### config.mk
export PLATFORM = sky130hd
export DESIGN_NAME = ising_metropolis_step
export DESIGN_NICKNAME = d
export VERILOG_FILES = /design/src/rtl/ism_pkg.sv /design/src/rtl/ism_lattice.sv /design/src/rtl/ising_metropolis_step.sv
export SDC_FILE = /design/constraint.sdc
export NUM_CORES = 1
export LEC_CHECK = 0
export BUFFER_PORTS_ARGS = -buffer_cell sky130_fd_sc_hd__buf_4
export CAP_MARGIN = 20
export CORE_MARGIN = 2
export CORE_UTILIZATION = 45
export CTS_CLUSTER_SIZE = 28
export DETAILED_ROUTE_END_ITERATION = 12
export MAX_ROUTING_LAYER = met4
export PLACE_DENSITY = 0.71
export SYNTH_ARGS = -nofsm -noshare
export SYNTH_HDL_FRONTEND = slang
export SYNTH_SLANG_ARGS = --single-unit
### constraint.sdc
create_clock -name clock -period 5.6 [get_ports clock]
set_input_delay 1.12 -clock clock [delete_from_list [all_inputs] [get_ports clock]]
set_output_delay 1.12 -clock clock [all_outputs]
set_load 0.1 [all_outputs]
### src/rtl/ism_pkg.sv
`default_nettype none

package ism_pkg;

   // Lattice geometry
   localparam int SIDE   = 8;
   localparam int SITES  = SIDE * SIDE;
   localparam int SITE_W = (SITES > 1) ? $clog2(SITES) : 1;

   // Field widths of the channels
   localparam int SITE_INDEX_W = 6;
   localparam int RANDOM_W     = 32;
   localparam int DE_W         = 5;
   localparam int MAG_OUT_W    = 8;
   localparam int BOND_OUT_W   = 9;
   localparam int CSR_ADDR_W   = 3;
   localparam int CSR_DATA_W   = 32;

   // Site compare width: holds every site index, the input index and SITES itself
   localparam int ADDR_W = ((SITE_W > SITE_INDEX_W) ? SITE_W : SITE_INDEX_W) + 1;

   // Exact running sums, never narrower than the result fields
   localparam int MAG_EXACT_W  = $clog2(SITES + 1) + 1;
   localparam int BOND_EXACT_W = $clog2(2 * SITES + 1) + 1;
   localparam int MAG_W  = (MAG_EXACT_W > MAG_OUT_W) ? MAG_EXACT_W : MAG_OUT_W;
   localparam int BOND_W = (BOND_EXACT_W > BOND_OUT_W) ? BOND_EXACT_W : BOND_OUT_W;

   // Energy rises that need a random draw
   localparam logic signed [DE_W-1:0] DE_SMALL = 5'sd4;
   localparam logic signed [DE_W-1:0] DE_LARGE = 5'sd8;

   // Register select, taken from csr_paddr[2]
   typedef enum logic {
      REG_THRESHOLD_SMALL = 1'b0,
      REG_THRESHOLD_LARGE = 1'b1
   } ism_reg_type;

   // Update command to the lattice
   typedef struct packed {
      logic              clear;
      logic              flip;
      logic [ADDR_W-1:0] site;
   } ism_lat_cmd_type;

   // What the lattice shows for the queried site
   typedef struct packed {
      logic       self_down;
      logic [2:0] down_count;
   } ism_lat_view_type;

   // Energy change of an up spin with the given number of down neighbors
   function automatic logic signed [DE_W-1:0] de_for_up(input logic [2:0] down_count);
      logic signed [DE_W-1:0] de;
      case (down_count)
         3'd0:    de = 5'sd8;
         3'd1:    de = 5'sd4;
         3'd2:    de = 5'sd0;
         3'd3:    de = -5'sd4;
         default: de = -5'sd8;
      endcase
      return de;
   endfunction

endpackage

`default_nettype wire

### src/rtl/ism_lattice.sv
`default_nettype none

module ism_lattice (
   input  wire logic                          clock,
   input  wire logic                          reset,
   input  wire logic [ism_pkg::ADDR_W-1:0]    query_site,
   input  wire ism_pkg::ism_lat_cmd_type      cmd,
   output ism_pkg::ism_lat_view_type          view
);
   import ism_pkg::*;

   // One bit per site, 1 = spin down
   logic [SITES-1:0] down_ff;
   logic [SITES-1:0] down_in;
   logic [2:0]       nbr_count [SITES];

   // Count down neighbors of each site on the wrapped lattice
   for (genvar g = 0; g < SITES; g++) begin : g_site
      localparam int ROW = g / SIDE;
      localparam int COL = g % SIDE;
      localparam int NB_N = ((ROW + SIDE - 1) % SIDE) * SIDE + COL;
      localparam int NB_S = ((ROW + 1) % SIDE) * SIDE + COL;
      localparam int NB_W = ROW * SIDE + (COL + SIDE - 1) % SIDE;
      localparam int NB_E = ROW * SIDE + (COL + 1) % SIDE;
      assign nbr_count[g] = {2'b00, down_ff[NB_N]} + {2'b00, down_ff[NB_S]}
                          + {2'b00, down_ff[NB_W]} + {2'b00, down_ff[NB_E]};
   end

   // Select the queried site
   always_comb begin
      view = '0;
      for (int i = 0; i < SITES; i++) begin
         if (query_site == ADDR_W'(i)) begin
            view.self_down  = down_ff[i];
            view.down_count = nbr_count[i];
         end
      end
   end

   // Flip one site or set all up
   always_comb begin
      down_in = down_ff;
      for (int i = 0; i < SITES; i++) begin
         if (cmd.clear) begin
            down_in[i] = 1'b0;
         end else if (cmd.flip && cmd.site == ADDR_W'(i)) begin
            down_in[i] = ~down_ff[i];
         end
      end
   end

   always_ff @(posedge clock) begin
      if (reset) begin
         down_ff <= '0;
      end else begin
         down_ff <= down_in;
      end
   end

endmodule

`default_nettype wire

### src/rtl/ising_metropolis_step.sv
`default_nettype none

// Channel   Dir  Ports                         Beat contents
// req       in   req_tvalid/tready/tdata/tuser one trial or an all-up command
// rsp       out  rsp_tvalid/tready/tdata       one result per request beat
// csr       in   csr_p*                        acceptance thresholds at 0x0, 0x4
//
// Each request passes through the input register, where the neighbor lookup,
// acceptance test and lattice update run, and then through the result register.
// A new request is taken every cycle unless a stalled result holds the input register.
// Synchronous reset sets all spins up, the sums to their all-up values and the
// thresholds to zero. A stalled result holds the pipeline; the input register
// still drains into the result register as soon as it is taken.

module ising_metropolis_step (
   input  wire logic                               clock,
   input  wire logic                               reset,
   // request: tdata = site_index[5:0], random_word[37:6], zero pad [39:38]
   //          tuser = mode
   input  wire logic                               req_tvalid,
   output logic                                    req_tready,
   input  wire logic [39:0]                        req_tdata,
   input  wire logic                               req_tuser,
   // result: tdata = flip_accepted[0], energy_change[5:1],
   //         magnetization_sum[13:6], bond_sum[22:14], zero pad [23]
   output logic                                    rsp_tvalid,
   input  wire logic                               rsp_tready,
   output logic [23:0]                             rsp_tdata,
   // configuration
   input  wire logic                               csr_psel,
   input  wire logic                               csr_penable,
   input  wire logic                               csr_pwrite,
   input  wire logic [ism_pkg::CSR_ADDR_W-1:0]     csr_paddr,
   input  wire logic [ism_pkg::CSR_DATA_W-1:0]     csr_pwdata,
   output logic [ism_pkg::CSR_DATA_W-1:0]          csr_prdata,
   output logic                                    csr_pready
);
   import ism_pkg::*;

   // Thresholds
   logic [RANDOM_W-1:0] thr_small_ff;
   logic [RANDOM_W-1:0] thr_large_ff;
   ism_reg_type         csr_sel;

   // Input register
   logic                    in_valid_ff;
   logic                    in_valid_in;
   logic                    in_mode_ff;
   logic [SITE_INDEX_W-1:0] in_site_ff;
   logic [RANDOM_W-1:0]     in_rnd_ff;

   // Running sums
   logic signed [MAG_W-1:0]  mag_ff;
   logic signed [MAG_W-1:0]  mag_in;
   logic signed [BOND_W-1:0] bond_ff;
   logic signed [BOND_W-1:0] bond_in;

   // Result register
   logic                         out_valid_ff;
   logic                         out_valid_in;
   logic                         out_flip_ff;
   logic signed [DE_W-1:0]       out_de_ff;
   logic signed [MAG_OUT_W-1:0]  out_mag_ff;
   logic signed [BOND_OUT_W-1:0] out_bond_ff;

   // Datapath
   logic                   req_beat;
   logic                   advance;
   logic [ADDR_W-1:0]      site_ext;
   logic                   in_range;
   logic                   trial;
   logic signed [DE_W-1:0] de_up;
   logic signed [DE_W-1:0] de;
   logic                   flip;
   ism_lat_cmd_type        lat_cmd;
   ism_lat_view_type       lat_view;

   // Configuration port
   assign csr_pready = 1'b1;
   assign csr_sel    = ism_reg_type'(csr_paddr[2]);

   always_comb begin
      unique case (csr_sel)
         REG_THRESHOLD_SMALL: csr_prdata = thr_small_ff;
         REG_THRESHOLD_LARGE: csr_prdata = thr_large_ff;
         default:             csr_prdata = '0;
      endcase
   end

   always_ff @(posedge clock) begin
      if (reset) begin
         thr_small_ff <= '0;
         thr_large_ff <= '0;
      end else if (csr_psel && csr_penable && csr_pwrite && csr_pready) begin
         unique case (csr_sel)
            REG_THRESHOLD_SMALL: thr_small_ff <= csr_pwdata;
            REG_THRESHOLD_LARGE: thr_large_ff <= csr_pwdata;
            default: ;
         endcase
      end
   end

   // Handshake: advance when the result register is free or being drained
   assign advance     = in_valid_ff && (!out_valid_ff || rsp_tready);
   assign req_tready  = !in_valid_ff || advance;
   assign req_beat    = req_tvalid && req_tready;
   assign in_valid_in = req_beat ? 1'b1 : (advance ? 1'b0 : in_valid_ff);

   always_ff @(posedge clock) begin
      if (reset) begin
         in_valid_ff <= 1'b0;
      end else begin
         in_valid_ff <= in_valid_in;
      end
   end

   // Capture the request beat
   always_ff @(posedge clock) begin
      if (req_beat) begin
         in_mode_ff <= req_tuser;
         in_site_ff <= req_tdata[SITE_INDEX_W-1:0];
         in_rnd_ff  <= req_tdata[SITE_INDEX_W+RANDOM_W-1:SITE_INDEX_W];
      end
   end

   // Lattice lookup and update
   assign site_ext = ADDR_W'(in_site_ff);
   assign in_range = site_ext < ADDR_W'(SITES);
   assign trial    = !in_mode_ff && in_range;

   assign lat_cmd.clear = advance && in_mode_ff;
   assign lat_cmd.flip  = advance && flip;
   assign lat_cmd.site  = site_ext;

   ism_lattice u_lattice (
      .clock      (clock),
      .reset      (reset),
      .query_site (site_ext),
      .cmd        (lat_cmd),
      .view       (lat_view)
   );

   // Energy change and acceptance test
   assign de_up = de_for_up(lat_view.down_count);

   always_comb begin
      if (!trial) begin
         de = '0;
      end else if (lat_view.self_down) begin
         de = -de_up;
      end else begin
         de = de_up;
      end
   end

   always_comb begin
      if (!trial) begin
         flip = 1'b0;
      end else if (de[DE_W-1] || de == '0) begin
         flip = 1'b1;
      end else if (de == DE_SMALL) begin
         flip = in_rnd_ff <= thr_small_ff;
      end else begin
         flip = in_rnd_ff <= thr_large_ff;
      end
   end

   // Next running sums
   always_comb begin
      mag_in  = mag_ff;
      bond_in = bond_ff;
      if (in_mode_ff) begin
         mag_in  = MAG_W'(SITES);
         bond_in = BOND_W'(2 * SITES);
      end else if (flip) begin
         mag_in  = lat_view.self_down ? mag_ff + MAG_W'(2) : mag_ff - MAG_W'(2);
         bond_in = bond_ff - BOND_W'(de);
      end
   end

   always_ff @(posedge clock) begin
      if (reset) begin
         mag_ff  <= MAG_W'(SITES);
         bond_ff <= BOND_W'(2 * SITES);
      end else if (advance) begin
         mag_ff  <= mag_in;
         bond_ff <= bond_in;
      end
   end

   // Result register
   assign out_valid_in = advance ? 1'b1 : (rsp_tready ? 1'b0 : out_valid_ff);

   always_ff @(posedge clock) begin
      if (reset) begin
         out_valid_ff <= 1'b0;
      end else begin
         out_valid_ff <= out_valid_in;
      end
   end

   always_ff @(posedge clock) begin
      if (advance) begin
         out_flip_ff <= flip;
         out_de_ff   <= de;
         out_mag_ff  <= mag_in[MAG_OUT_W-1:0];
         out_bond_ff <= bond_in[BOND_OUT_W-1:0];
      end
   end

   assign rsp_tvalid = out_valid_ff;
   assign rsp_tdata  = {1'b0, out_bond_ff, out_mag_ff, out_de_ff, out_flip_ff};

endmodule

`default_nettype wire

==> results by group <==
Outcome
  – Outcome: finished with violations
  – Failing checks: negative setup slack

CTS
  – CTS Buf Count: 26
  – Clk_lat worst skew: 0.59 ns
  – H-tree levels: 1
  – Root Driver: clkbuf_16
  – Clock sinks: approximately 210
  – Hold Buf Count CTS: 0
  – Clock buffer depth: 3
  – CTS tree: yes
  – CTS clk-pin slew, worst paths: about 0.06 ns

GRT
  – Vias in the first global route: 17350
  – Initial antenna violation count: 0
  – Total grt overflow: 0
  – First-pass GRT wire length: between 100000 and 150000 um
  – Largest net degree at the start of global routing: 84
  – Gr usage total: 0.3157

STA
  – Crit share post-route: 1.016
  – RSZ-0062 raised after global routing: true
  – Total negative slack: -0.09339 ns
  – Worst-Margin Slew: 1.068 ns
  – Max Slew Vio Count: 0
  – Final Hold Violating Endpoints: 0
  – Setup violations, final: 2
  – Crit path time final: approximately 5.7 ns
  – Worst Clk Skew: roughly 0.041 ns
  – Highest Clock Rate: around 0.18 GHz
  – Worst rel slew slack: 0.2877
  – Worst setup slack after layout: -0.08886 ns

Route
  – Residual DRC: 0
  – Via/cell ratio: just under 6
  – Drt initial violations: around 1800
  – Wire length per cell: approximately 22 um
  – WL met3: approximately 5100 um
  – WL met1: 27550 um
  – Top Metal Used: met4
  – Antenna Nets Post-Route: 0
  – Vias: 17860
  – Total Wirelength: ~66000 um
  – Drt pass-1 iters: 6
  – Met2 wire len: 30240 um

Die
  – Rows: 73
  – IO Pins: approximately 140
  – Total core area: 0.04001 mm^2
  – Initial Utilization: 0.4582
  – Die H: 205.8 um
  – Die area: 0.04237 mm^2
  – Die width: approximately 210 um

Synthesis
  – Top cell type's share of synthesized area: 0.1605
  – Number of synthesized flops with an enable pin: 60
  – Synth area leaders: dfxtp_1 16%, ha_1 14%, edfxtp_1 9.8%
  – Synth warn: 0
  – Mean Syn Cell Area: approximately 8.2 um^2
  – #FFs+latches synth: just over 200
  – Syn Inst Count: around 2200
  – Sequential share of the synthesized area: 0.2588
  – Dominant synthesized flop cell: dfxtp_1
  – Synth area leader: dfxtp_1
  – Post-synth ARST share: 0
  – Post-Syn Area: between 0.015 and 0.02 mm^2
  – Distinct cells, synth: roughly 110

Layout
  – Share of cells above drive strength 1: 0.2127
  – Area grow syn2layout: 21.62%
  – Diode count: 0
  – Most common cell after layout, fill and taps aside: nand2_1
  – Most frequent cells in the layout: 375 x nand2_1, 360 x buf_4, 260 x inv_1
  – Cell Count, Final, Fillers Out: ~3000
  – Final Net Count: about 2800

Critical path
  – Crit path kind: reg -> reg
  – WP data arrival: 6.00 ns
  – Crit path launch type: register
  – Maximum fanout along the worst path: 3
  – Nature of the critical path endpoint: register
  – Critical Path RT: roughly 5.9 ns

Power and ir drop
  – Lkg Pwr: around 9.3 nW
  – Maximum vdd drop: 0.2593 mV
  – P per Cell Area: approximately 210 mW/mm^2

Place
  – DP HPWL: around 50000 um
  – Port Buffers: between 100 and 150
  – Routability congestion estimate: approximately 1
  – Placed cells: 2968

Min path
  – Hold Path Class: reg -> reg

Job
  – Max-Cap Viols: 0
==> registers in the layout, indices dropped and copies added, names as in the netlist <==
| register | count |
|---|---|
| u_lattice.down_ff | 64 |
| in_rnd_ff | 32 |
| thr_large_ff | 32 |
| thr_small_ff | 32 |
| bond_ff | 9 |
| out_bond_ff | 9 |
| mag_ff | 8 |
| out_mag_ff | 8 |
| in_site_ff | 6 |
| out_de_ff | 3 |
| in_mode_ff | 1 |
| in_valid_ff | 1 |
| out_flip_ff | 1 |
| rsp_tvalid | 1 |
==> through the flow <==
| step | area (um^2) | hold WS (ns) | power, W | worst slack [ns] | utilization |
|---|---|---|---|---|---|
| 4_1_cts | 22180 | 0.4548 | 0.004698 | -0.06591 | 0.5544 |
| 2_1_floorplan | 18340 | 0.4214 | 0.002473 | 0.03712 | - |
| 3_3_place_gp | 21100 | 0.4357 | 0.002832 | -0.1930 | 0.5274 |
| 5_1_grt | 22290 | 0.4711 | 0.004887 | -0.2660 | 0.5573 |
| 6_report | 22290 | 0.4518 | 0.004714 | -0.08886 | 0.5573 |
| 3_5_place_dp | 21100 | 0.4388 | 0.002858 | -0.3179 | 0.5274 |
==> timing repair <==
item | CTS | global route
setup buffers | 6 | 1
gates resized for setup | 37 | 27
endpoints found under the setup margin | 4 | 40
pin swaps | 19 | 26
==> cell usage after synthesis (all sizes together), types with 18 or more instances <==
master  instances
inv           269
buf            77
nand3          78
nand2         378
a31oi          18
o21ai          82
dfxtp         147
nor3           42
ha            205
edfxtp         60
a21oi         176
fa             65
mux2i          85
nor2           81
a21o           22
clkbuf         71
==> report_power, final <==
group / internal [W] / switching (W)
registers: 0.00161 / 0.0000330
logic: 0.000449 / 0.000826
clock network: 0.00108 / 0.000718
==> cell type report <==
| cell class | instances | area [um^2] |
|---|---|---|
| Clock buffer | 34 | 711.9 |
| Clock inverter | 13 | 186.4 |
| Fill cell | 3683 | 17710 |
| Inverter | 270 | 1013 |
| Multi-Input combinational cell | 1602 | 12050 |
| Sequential cell | 207 | 4765 |
| Tap cell | 525 | 656.9 |
| Timing Repair Buffer | 371 | 2914 |
==> logic make-up (layout without fill, tap and decap cells) <==
| group | after synthesis | in the layout | share of synthesized area |
|---|---|---|---|
| DFF | 207 | 207 | 0.2588 |
| buffers and inverters | 418 | 688 | 0.09794 |
| adders and majority gates | 270 | 270 | 0.2109 |
| AOI/OAI and AO/OA | 504 | 504 | 0.1859 |
| xor gates and xnor gates | 9 | 9 | 0.004300 |
| and+or+nand+nor | 721 | 721 | 0.1885 |
| muxes | 94 | 94 | 0.05317 |
| other | 2 | 4 | 0.0004097 |
==> critical path, cell delays in order (launching register included) <==
cell and delay [ns]:
dfxtp_4 0.36, ha_4 0.26, inv_2 0.03, fa_2 0.32, inv_2 0.07, ha_4 0.19
mux4_2 0.47, nand2_2 0.09, a221oi_2 0.05, or3_1 0.37, a2111o_1 0.40, o211a_4 0.19
o221a_4 0.31, nor2_4 0.15, ha_4 0.22, o211ai_1 0.28, ha_1 0.30, o21a_1 0.13
o21a_1 0.18, o21ai_1 0.11, nand2b_1 0.09, a21o_1 0.20, a21oi_2 0.19, and3_4 0.21
a211o_1 0.15, o21ai_1 0.08
==> metal layers <==
layer  up-vias  global-route usage
met5         -                   -
met4         0              0.1222
met3       177             0.04846
met2       771              0.5044
met1      8604              0.4023
li1       8310                   -
==> path summary, 6_finish.rpt <==
path | startpoint | endpoint | slack, ns | cells after the start
worst max-delay path | u_lattice.down_ff[14]$_SDFFE_PP0P_ | out_bond_ff[8]$_DFFE_PP_ | -0.09 | 25
worst min-delay path | thr_small_ff[30]$_SDFFE_PP0P_ | thr_small_ff[30]$_SDFFE_PP0P_ | 0.45 | 2
worst max register to register | u_lattice.down_ff[14]$_SDFFE_PP0P_ | out_bond_ff[8]$_DFFE_PP_ | -0.09 | 25
worst min register to register | thr_small_ff[30]$_SDFFE_PP0P_ | thr_small_ff[30]$_SDFFE_PP0P_ | 0.45 | 2
Power figures use the tool's default switching activity.
